--- config.mk ---
export PLATFORM = sky130hd
export DESIGN_NAME = dog_edge_ofifo
export DESIGN_NICKNAME = d
export VERILOG_FILES = /design/src/dog_edge_pkg.sv /design/src/dog_edge_ofifo.sv
export SDC_FILE = /design/constraint.sdc
export NUM_CORES = 1
export LEC_CHECK = 0
export BUFFER_PORTS_ARGS = -buffer_cell sky130_fd_sc_hd__clkbuf_2
export CAP_MARGIN = 20
export CORE_ASPECT_RATIO = 0.75
export CORE_MARGIN = 2
export CORE_UTILIZATION = 47
export CTS_CLUSTER_DIAMETER = 200
export DETAILED_ROUTE_END_ITERATION = 10
export GPL_TIMING_DRIVEN = 1
export HOLD_SLACK_MARGIN = 0.12
export PLACE_DENSITY = 0.64
export SETUP_SLACK_MARGIN = 0.2
export SLEW_MARGIN = 10
export SYNTH_ARGS = -nofsm -noshare
export SYNTH_HDL_FRONTEND = slang
export SYNTH_SLANG_ARGS = --single-unit
--- constraint.sdc ---
create_clock -name clk -period 3.2 [get_ports clk]
set_input_delay 0.16 -clock clk [delete_from_list [all_inputs] [get_ports clk]]
set_output_delay 0.16 -clock clk [all_outputs]
set_load 0.005 [all_outputs]
--- src/dog_edge_pkg.sv ---
package dog_edge_pkg;

  localparam int WIN    = 11;
  localparam int LINES  = 10;
  localparam int HALF   = 5;
  localparam int QUAD   = 6;
  localparam int PIX_W  = 8;
  localparam int SUM_W  = 24;
  localparam int FOLD_W = 10;
  localparam int POS_W  = 9;
  localparam int SIZE_W = 10;
  localparam int IDX_W  = 2;

  localparam logic [IDX_W-1:0] REG_THRESHOLD    = 2'd0;
  localparam logic [IDX_W-1:0] REG_FRAME_WIDTH  = 2'd1;
  localparam logic [IDX_W-1:0] REG_FRAME_HEIGHT = 2'd2;

  // One quadrant of the kernel; the full 11x11 kernel mirrors it on both axes.
  localparam logic signed [9:0] KQ [QUAD][QUAD] = '{
    '{-10'sd1, -10'sd3,  -10'sd4,  -10'sd6,  -10'sd7,  -10'sd8},
    '{-10'sd3, -10'sd5,  -10'sd8,  -10'sd11, -10'sd13, -10'sd13},
    '{-10'sd4, -10'sd8,  -10'sd12, -10'sd16, -10'sd17, -10'sd17},
    '{-10'sd6, -10'sd11, -10'sd16, -10'sd16, 10'sd0,   10'sd15},
    '{-10'sd7, -10'sd13, -10'sd17, 10'sd0,   10'sd85,  10'sd160},
    '{-10'sd8, -10'sd13, -10'sd17, 10'sd15,  10'sd160, 10'sd283}
  };

  typedef logic [WIN-1:0][PIX_W-1:0] column_t;

  typedef struct packed {
    logic             emit;
    logic [POS_W-1:0] row;
    logic [POS_W-1:0] col;
  } tag_t;

  typedef struct packed {
    logic [POS_W-1:0] row;
    logic [POS_W-1:0] col;
    logic             white;
  } result_t;

endpackage

--- src/dog_edge_ofifo.sv ---
module dog_edge_ofifo
  import dog_edge_pkg::*;
#(
  parameter int DEPTH = 8
) (
  input  logic                     clk,
  input  logic                     rst_n,
  input  logic                     push,
  input  result_t                  din,
  input  logic                     pop,
  output logic                     not_empty,
  output result_t                  dout,
  output logic [$clog2(DEPTH):0]   count
);

  localparam int AW = $clog2(DEPTH);

  result_t       mem_r [DEPTH];
  logic [AW-1:0] wp_r, rp_r;
  logic [AW:0]   cnt_r;

  always_ff @(posedge clk) begin
    if (!rst_n) begin
      wp_r  <= '0;
      rp_r  <= '0;
      cnt_r <= '0;
    end else begin
      if (push) wp_r <= (wp_r == AW'(DEPTH - 1)) ? '0 : wp_r + AW'(1);
      if (pop)  rp_r <= (rp_r == AW'(DEPTH - 1)) ? '0 : rp_r + AW'(1);
      cnt_r <= cnt_r + (AW+1)'(push) - (AW+1)'(pop);
    end
  end

  always_ff @(posedge clk) begin
    if (push) mem_r[wp_r] <= din;
  end

  assign not_empty = (cnt_r != '0);
  assign dout      = mem_r[rp_r];
  assign count     = cnt_r;

endmodule

==> results.toml <==
[run_status]
run_status = "finished clean"

[final_layout]
fillCellCount = 1016
finish.cell_count_without_fillers = 565
drive_gt1_share_pct = 37.8
finish.net_count = 409
fin_util_pct = 57.3
syn_to_final_growth_pct = 20.0
fin_area_um2 = 7770

[clock_network]
postCtsResizedCells = 0
root_buffer = "clkbuf_16"
path_clk_slew_ns = 0.06
cts_tree = "built"
cts_hold_buf = 20
insertion_delay_ns = 0.41
htree_num_levels = 4
postCtsSetupBuffers = 0
cts_inserted_buffers = 17
cts_buffer_depth = 2
clock-sinks = 165

[sta]
worst-slew-pin-transition_ns = 0.868
layout_worst_path_cycle_share_pct = 75.3
final.min_clock_period_ns = 2.41
setup_repair_after_global_routing_missed_its_margin = "false"
slew_violations = 0
finalSetupTns_ns = 0
setup-violations-final = 0
fin_skew_ns = 0.00779
max_slew_margin_pct = 42.0
max_freq_mhz = 415
timing_hold_violations_final = 0

[yosys]
netlist.top_cell.by_area = "edfxtp_1"
ys_types = 28
postSynthAreaPerCell_um2 = 22.3
synthFlopType = "edfxtp_1"
synthDominantCellAreaShare_pct = 70.5
ys_top_cells_by_count = "edfxtp_1 (152), mux4_2 (29), mux2_4 (18), dfxtp_1 (13)"
synth.yosys.seq_area_share_pct = 74.5
synth.net_count = 323
yosys-top-cells-area = "edfxtp_1 (71%), mux4_2 (10%), mux2_4 (4.2%), dfxtp_1 (4.0%), mux4_1 (3.7%)"
netlist_area_um2 = 6470
syn-instance-count = 290
number_of_enable_flip_flop_cells_after_synthesis = 152
ys_seq_elements = 165
synthesis.yosys.warnings = 0
synthMostInstantiatedCell = "edfxtp_1"
synth-async-reset-ratio_pct = 0

[die]
boundaryPins = 47
die_width_um = 140
placementRows = 37
fp.dieH_um = 106
design.die.area_um2 = 14700
core_region_area_um2 = 13600
start_util_pct = 47.7

[critical_path]
worst_setup_path_category = "flop to primary output"
timing.rr.end = "count[2]"
critPathArrivalTime_ns = 2.25
worst_r2r_path_depth = 7
setup.worst_path.end_class = "primary output"
worst_path_max_delay_cell = "mux4_1"
rrSetupSlack_ns = 1.55
cp_cell_sequence = "buf_12 > mux4_1 > mux2_4 > clkbuf_2"
crit_path_start_kind = "flop"
cpPeakStageDelay_ns = 0.60
cp.required_ns = 3.04
cp_max_fo = 30
worstReg2RegStart = "count[0]"

[hold_path]
hold_path.startpoint = "push"
hold_path_end = "wp_r[2]"
whs_path_depth = 3
min_path_type = "input port to flop"

[route]
remaining_drc_errors = 0
via_per_inst = 5.29
wl_per_cell_um = 19.5
drtIter0Drc = 145
final_antenna_net_count = 0
wl_um = 11000
detailroute.via_count = 2990
dr.pass1.iters = 4

[global_route]
grt_start_max_net_pins = 39
antenna_found_initial = 1
groute.usage.overall_pct = 16.3
gr-total-overflow = 0
first_global_vias = 3170
grt_pass1_wl_um = 17300

[placement]
placed_cells_incl_taps = 512
dp_hpwl_um = 6260
port_buffers = 46
placedInstanceArea_um2 = 6960
globalplace.congestion = 0.661

[pwr]
leakage_nw = 2.68
report.power.total_mw = 4.90
powerDensity_nw_per_um2 = 631
max-vdd-ir-drop_v = 0.000456

[flow_run]
drv.max_cap_violation_count = 0
-- flip-flops by register name, indices dropped and copies added (netlist names), named ones only --
register,cells
mem_r,152
wp_r,3
rp_r,3
count,4
-- cells by family after synthesis --
logic type / synth area share [%]
adders and majority gates: 2.05
AOI/OAI and AO/OA: 0.580
DFF: 74.5
and+or+nand+nor: 2.30
xor gates and xnor gates: 0.135
buffers and inverters: 1.84
muxes: 18.6
-- placed cells by master, fill, tap and decap left out, drive strengths merged --
cell,n
nor3b,1
dlygate4sd3,20
clkbuf,63
ha,9
edfxtp,152
o22ai,2
o21a,1
buf,12
nor3,2
dfxtp,13
a21o,1
nand2b,4
bufinv,3
clkinv,6
mux4,38
fa,1
clkinvlp,3
nor2,6
inv,11
xor2,1
and2,6
o21ai,1
nor2b,3
nand3,1
a21oi,1
diode,1
mux2i,3
mux2,19
nand2,6
-- critical path: cells and delay by family (launching register included) --
family	cells	cell delay (ns)
mux	2	0.88
flops	1	0.53
buf+inv	2	0.41
-- where the power goes --
part | internal (mW) | total, mW | switching [mW]
clock network | 1.23 | 2.05 | 0.817
registers | 2.42 | 2.45 | 0.0314
logic | 0.225 | 0.406 | 0.181
total | 3.87 | 4.90 | 1.03
-- per-layer routing --
| layer | track usage, % | vias up | part of all wire [%] | routed length [µm] |
|---|---|---|---|---|
| li1 | - | 1364 | - | - |
| met1 | 20.6 | 1550 | 44 | 4840 |
| met2 | 27.1 | 64 | 51 | 5570 |
| met3 | 5.27 | 12 | 4.4 | 480 |
| met4 | 5.19 | 0 | 0.95 | 105 |
| met5 | 0 | - | 0 | 0 |
-- through the flow --
step | worst slack (ns) | hold slack, ns
after floorplan | 0.934 | 0.259
after global placement | 1.22 | 0.435
after detailed placement | 1.19 | 0.448
after CTS | 0.727 | 0.130
after global routing | 0.630 | 0.174
final | 0.790 | 0.138
-- worst max path at each step --
stage	start	to	slack [ns]
2_1_floorplan	wp_r[0]	mem_r[0][0]	0.93
3_3_place_gp	flop	dout[2]	1.22
3_5_place_dp	flop	dout[1]	1.19
4_1_cts	flop	dout[1]	0.73
5_1_grt	flop	dout[1]	0.63
6_report	flop	dout[1]	0.79
-- cell type report --
cell class                      instances  area, µm²  area share, %
Clock buffer                           17        425           5.48
Multi-Input combinational cell        106       1550           20.0
Timing Repair Buffer                   78        533           6.86
Sequential cell                       165       4830           62.1
Tap cell                              175        219           2.82
Antenna cell                            1       2.50         0.0322
Inverter                                8       30.0          0.386
Clock inverter                         15        180           2.32
(Power assumes the default switching activity.)
