$ cat src/dog_edge_pkg.sv
package dog_edge_pkg;

  localparam int WIN    = 11;
  localparam int LINES  = 10;
  localparam int HALF   = 5;
  localparam int QUAD   = 6;
  localparam int PIX_W  = 8;
  localparam int SUM_W  = 24;
  localparam int FOLD_W = 10;
  localparam int POS_W  = 9;
  localparam int SIZE_W = 10;
  localparam int IDX_W  = 2;

  localparam logic [IDX_W-1:0] REG_THRESHOLD    = 2'd0;
  localparam logic [IDX_W-1:0] REG_FRAME_WIDTH  = 2'd1;
  localparam logic [IDX_W-1:0] REG_FRAME_HEIGHT = 2'd2;

  // One quadrant of the kernel; the full 11x11 kernel mirrors it on both axes.
  localparam logic signed [9:0] KQ [QUAD][QUAD] = '{
    '{-10'sd1, -10'sd3,  -10'sd4,  -10'sd6,  -10'sd7,  -10'sd8},
    '{-10'sd3, -10'sd5,  -10'sd8,  -10'sd11, -10'sd13, -10'sd13},
    '{-10'sd4, -10'sd8,  -10'sd12, -10'sd16, -10'sd17, -10'sd17},
    '{-10'sd6, -10'sd11, -10'sd16, -10'sd16, 10'sd0,   10'sd15},
    '{-10'sd7, -10'sd13, -10'sd17, 10'sd0,   10'sd85,  10'sd160},
    '{-10'sd8, -10'sd13, -10'sd17, 10'sd15,  10'sd160, 10'sd283}
  };

  typedef logic [WIN-1:0][PIX_W-1:0] column_t;

  typedef struct packed {
    logic             emit;
    logic [POS_W-1:0] row;
    logic [POS_W-1:0] col;
  } tag_t;

  typedef struct packed {
    logic [POS_W-1:0] row;
    logic [POS_W-1:0] col;
    logic             white;
  } result_t;

endpackage

$ cat src/dog_edge_conv.sv
module dog_edge_conv
  import dog_edge_pkg::*;
(
  input  logic                    clk,
  input  logic                    rst_n,
  input  logic                    col_valid,
  input  column_t                 col,
  input  tag_t                    col_tag,
  input  logic signed [SUM_W-1:0] threshold,
  output logic [1:0]              pend_cnt,
  output logic                    res_valid,
  output result_t                 res
);

  logic [PIX_W-1:0]  win_r [WIN][WIN];
  logic [FOLD_W-1:0] fold, fold_r [QUAD][QUAD];
  logic signed [SUM_W-1:0] psum [QUAD];
  logic signed [SUM_W-1:0] psum_r [QUAD];
  logic signed [SUM_W-1:0] total, total_r;
  logic va_r, vb_r, vc_r;
  tag_t ta_r, tb_r, tc_r;
  logic [FOLD_W-1:0] fold_c [QUAD][QUAD];

  always_ff @(posedge clk) begin
    if (col_valid) begin
      for (int y = 0; y < WIN; y++) begin
        for (int x = 0; x < WIN - 1; x++) begin
          win_r[y][x] <= win_r[y][x+1];
        end
        win_r[y][WIN-1] <= col[y];
      end
    end
  end

  // Mirror-fold the window so each kernel value multiplies once.
  always_comb begin
    for (int i = 0; i < QUAD; i++) begin
      for (int j = 0; j < QUAD; j++) begin
        fold = FOLD_W'(win_r[i][j]);
        if (j < HALF) fold = fold + FOLD_W'(win_r[i][WIN-1-j]);
        if (i < HALF) begin
          fold = fold + FOLD_W'(win_r[WIN-1-i][j]);
          if (j < HALF) fold = fold + FOLD_W'(win_r[WIN-1-i][WIN-1-j]);
        end
        fold_c[i][j] = fold;
      end
    end
  end

  always_comb begin
    for (int i = 0; i < QUAD; i++) begin
      psum[i] = '0;
      for (int j = 0; j < QUAD; j++) begin
        psum[i] = psum[i] + $signed(SUM_W'({1'b0, fold_r[i][j]})) * SUM_W'(KQ[i][j]);
      end
    end
    total = '0;
    for (int i = 0; i < QUAD; i++) begin
      total = total + psum_r[i];
    end
  end

  always_ff @(posedge clk) begin
    if (!rst_n) begin
      va_r      <= 1'b0;
      vb_r      <= 1'b0;
      vc_r      <= 1'b0;
      res_valid <= 1'b0;
    end else begin
      va_r      <= col_valid && col_tag.emit;
      vb_r      <= va_r;
      vc_r      <= vb_r;
      res_valid <= vc_r;
    end
  end

  // The window register is read in the cycle after the column that completes it.
  tag_t ts_r;

  always_ff @(posedge clk) begin
    ts_r <= col_tag;
    if (va_r) begin
      fold_r <= fold_c;
      ta_r   <= ts_r;
    end
    if (vb_r) begin
      psum_r <= psum;
      tb_r   <= ta_r;
    end
    if (vc_r) begin
      total_r <= total;
      tc_r    <= tb_r;
    end
  end

  assign res.row   = tc_r.row;
  assign res.col   = tc_r.col;
  assign res.white = (total_r >= threshold);
  assign pend_cnt  = 2'(va_r) + 2'(vb_r) + 2'(vc_r);

endmodule

$ cat config.mk
export PLATFORM = sky130hd
export DESIGN_NAME = dog_edge_conv
export DESIGN_NICKNAME = d
export VERILOG_FILES = /design/src/dog_edge_pkg.sv /design/src/dog_edge_conv.sv
export SDC_FILE = /design/constraint.sdc
export NUM_CORES = 2
export LEC_CHECK = 0
export ABC_AREA = 1
export BUFFER_PORTS_ARGS = -buffer_cell sky130_fd_sc_hd__buf_2
export CAP_MARGIN = 20
export CORE_AREA = 8 8 294 580
export CTS_CLUSTER_DIAMETER = 80
export DETAILED_ROUTE_END_ITERATION = 12
export DIE_AREA = 0 0 302 588
export PLACE_DENSITY = 0.81
export REMOVE_ABC_BUFFERS = 1
export SKIP_LAST_GASP = 1
export SYNTH_ARGS = -nofsm -noshare
export SYNTH_HDL_FRONTEND = slang
export SYNTH_SLANG_ARGS = --single-unit
export TNS_END_PERCENT = 1
$ cat constraint.sdc
create_clock -name clk -period 16.4 [get_ports clk]
set_input_delay 0.82 -clock clk [delete_from_list [all_inputs] [get_ports clk]]
set_output_delay 0.82 -clock clk [all_outputs]
set_load 0.005 [all_outputs]
==> impl_summary.txt <==
----------------------------------------------------
[Drt]
  Average vias per placed instance ... 5.59
  Drc violations ... 0
  Average wire length per cell after detail routing ... 21.8 um
  Vias after detailed routing ... 62300
  Post-route ant nets ... 0
  Detailed-routing iteration count for the pre-antenna-repair pass ... 7
  Final routed wirelength across all metal layers ... 242000 um
  Initial drt markers ... 3511

[STA]
  Summed negative setup slack over all endpoints ... 0 ns
  Achievable Freq ... 123 MHz
  Final worst path period share ... 49.7%
  Min Tclk post-route ... 8.15 ns
  Worst Max-Slew Pin Slew ... 1.23 ns
  Final worst clock skew ... 0.103 ns
  Pins over their slew limit ... 0
  Final-report hold violation count ... 0
  Final setup violating endpoints ... 0
  Setup repair after global routing missed its margin ... false
  Remaining max-slew budget at the tightest pin ... 17.4%
  Worst path setup slack after routing ... 8.25 ns

[Setup path]
  End of the worst register-to-register path ... psum_r[18]
  Critical path's largest stage delay ... 0.56 ns
  Max stage delay cell, worst path ... fa_1
  Worst Path Max Fanout ... 5
  Depth of the worst register-to-register path ... 30
  Required arrival time at the worst endpoint ... 16.91 ns
  Start of the worst register-to-register path ... fold_r[4]
  Class of the most critical setup path ... reg2reg
  Setup slack of the most critical reg-to-reg path ... 8.25 ns
  CP Launch Type ... register
  Most used cell, CP ... fa_1
  Data arrival time at the worst-slack endpoint ... 8.66 ns
  Kind of end point of the critical path ... register

[Clock tree]
  Cts bufs inserted ... 145
  Root buf cell ... clkbuf_16
  CTS max path bufs ... 4
  Clock tree from TritonCTS ... yes
  Clock slew at reported path FFs ... 0.07 ns
  # hold bufs at CTS ... 0
  Total clock sinks ... 1536
  Clock Latency Late Sink ... 0.85 ns
  Total number of H-tree levels ... 4
  Number of post-CTS setup repair buffers ... 0
  PostCTS Resize Cnt ... 0

[Floorplan]
  Number of placement rows ... 210
  Core region area ... 163000 um2
  Die outline area ... 178000 um2
  Horiz. Die Dim ... 302 um
  Die extent in y ... 588 um
  Initial standard-cell utilization of the core ... 64.4%
  # IOs ... 156

[Job]
  Max-capacitance violation count ... 0

[Synth]
  Leading area contributor after synthesis ... edfxtp_1
  Number of enable flip-flop cells after synthesis ... 1514
  Post-Syn Instances ... 8596
  Most instantiated cells after synthesis ... inv_1 (1914), edfxtp_1 (1514), fa_1 (1128)
  Library cell with the highest instance count after synthesis ... inv_1
  Post-synthesis instance area ... 105000 um2
  Number of warnings reported in the yosys synthesis log ... 0
  Avg Synthesized Cell Area ... 12.2 um2
  Count of unique library cells instantiated by Yosys ... 50
  Commonest register cell after synthesis ... edfxtp_1
  Register bit total from synthesis ... 1536
  Fraction of synthesized cell area taken by the top area cell type ... 43.2%
  Proportion of synthesized chip area in sequential cells ... 43.7%
  Leading cell types by total area after synthesis ... edfxtp_1 (43%), fa_1 (21%), ha_1 (13%)
  Fraction of registers with async set or reset after synthesis ... 0%

[Placed design]
  GP Congestion ... 0.973
  Worst-case setup slack after placement ... 8.31 ns
  Final HPWL from detailed placement ... 196000 um
  Count of input and output buffers ... 155

[Hold path]
  Origin of the worst min-delay path ... col_tag[2]
  Cell depth of the worst min-delay path ... 1
  Endpoint with the worst hold slack ... ts_r[2]
  Worst min-delay path category ... in2reg

[Global route]
  Maximum number of pins on one net before global-route repair ... 151
  Overall routing resource usage ... 28.0%
  Vias in the first global route ... 69800
  First-pass GRT wire length ... 378000 um
  Initial antenna violation count ... 1
  GRT overflow ... 0

[Finish]
  Nets ... 11300
  Filler Cells Inserted ... 11200
  Final standard cell utilization of the core ... 69.4%
  Area Growth Syn to Fin ... 7.79%
  Multi-input gate area ... 52000 um2
  Register cell area after layout ... 45900 um2
  Proportion of layout cells with a drive suffix above 1 ... 4.87%

[Run status]
  Run status ... finished clean

----------------------------------------------------
==> registers in the layout, indices dropped and copies added (netlist names) <==
name       cells
fold_r       328
psum_r       140
res           18
res_valid      1
ta_r          18
tb_r          18
total_r       24
ts_r          18
va_r           1
vb_r           1
vc_r           1
win_r        968
==> kinds of logic (layout without fill, tap and decap cells) <==
| group | count (synthesis) | after routing | share of synthesized area, % |
|---|---|---|---|
| other cells | 0 | 3 | 0 |
| buf+inv | 1923 | 2346 | 6.87 |
| fa+ha+maj | 2246 | 2246 | 34.8 |
| mux | 1 | 1 | 0.0107 |
| xor+xnor | 429 | 429 | 3.57 |
| compound gates | 755 | 755 | 3.92 |
| flops | 1536 | 1536 | 43.7 |
| simple gates | 1706 | 1706 | 7.17 |
==> cells in the final DEF (no fill, tap or decap), types with 4 or more instances in the layout <==
cell type,Yosys,layout
inv_1,1914,1914
edfxtp_1,1514,1514
fa_1,1128,1128
ha_1,1118,1118
nand2_1,985,985
a21oi_1,483,483
xor2_1,266,266
nand3_1,228,228
nor2_1,227,227
xnor2_1,163,163
buf_2,0,154
nand4_1,152,152
clkbuf_16,0,147
o21ai_0,133,133
o211ai_1,67,67
nor3_1,38,38
clkinv_1,5,25
clkbuf_1,0,23
o21bai_1,22,22
clkinv_2,0,20
nand3b_1,19,19
dfxtp_1,22,19
buf_4,0,18
a21o_1,17,17
nor3_2,12,12
bufinv_16,0,12
clkinvlp_4,0,11
a31oi_1,9,9
o21a_1,7,7
nor2_2,6,6
nor2_4,5,5
a21boi_0,5,5
or2_2,5,5
clkinv_4,0,5
and2_1,4,4
o31ai_1,4,4
==> through the flow <==
stage,area (um2),hold slack [ns],instances
global placement,109000,0.390,10900
CTS,113000,0.0720,11100
finish,113000,0.126,11100
detailed placement,109000,0.389,10900
global route,113000,0.0954,11100
floorplan,105000,0.386,8595
==> worst max-delay path, delay by kind of cell (launching register included) <==
kind | cells | cell delay [ns]
flops | 1 | 0.50
fa+ha+maj | 12 | 5.43
compound gates | 3 | 0.52
xor+xnor | 1 | 0.17
simple gates | 7 | 0.84
buf+inv | 7 | 0.42
==> layer usage <==
layer | routed length (um) | track usage (%) | vias to the layer above
met3 | 7100 | 2.65 | 815
li1 | - | - | 28900
met4 | 21400 | 19.9 | 0
met5 | 0 | 0 | -
met2 | 136000 | 54.1 | 1631
met1 | 77700 | 27.1 | 31000
==> worst max path at each step <==
stage,start,endpoint,slack (ns),cells after the start
global route,fold_r[4],psum_r[18],7.77,30
global placement,fold_r[4],psum_r[18],8.21,30
floorplan,va_r,pend_cnt[0],6.16,1
detailed placement,fold_r[4],psum_r[18],8.31,30
finish,fold_r[4],psum_r[18],8.25,30
CTS,fold_r[4],psum_r[18],8.22,30
==> cell type report <==
type,instances,area share (%)
antenna,3,0.00663
clock buffer,172,3.35
inverter,1922,6.37
timing repair buffer,177,0.868
sequential,1536,40.5
tap,2120,2.34
multi-input combinational,5137,45.9
clock inverter,75,0.670
Power is not shown: default switching activity piles up to over one toggle a cycle in this logic, so the estimate is an artifact.
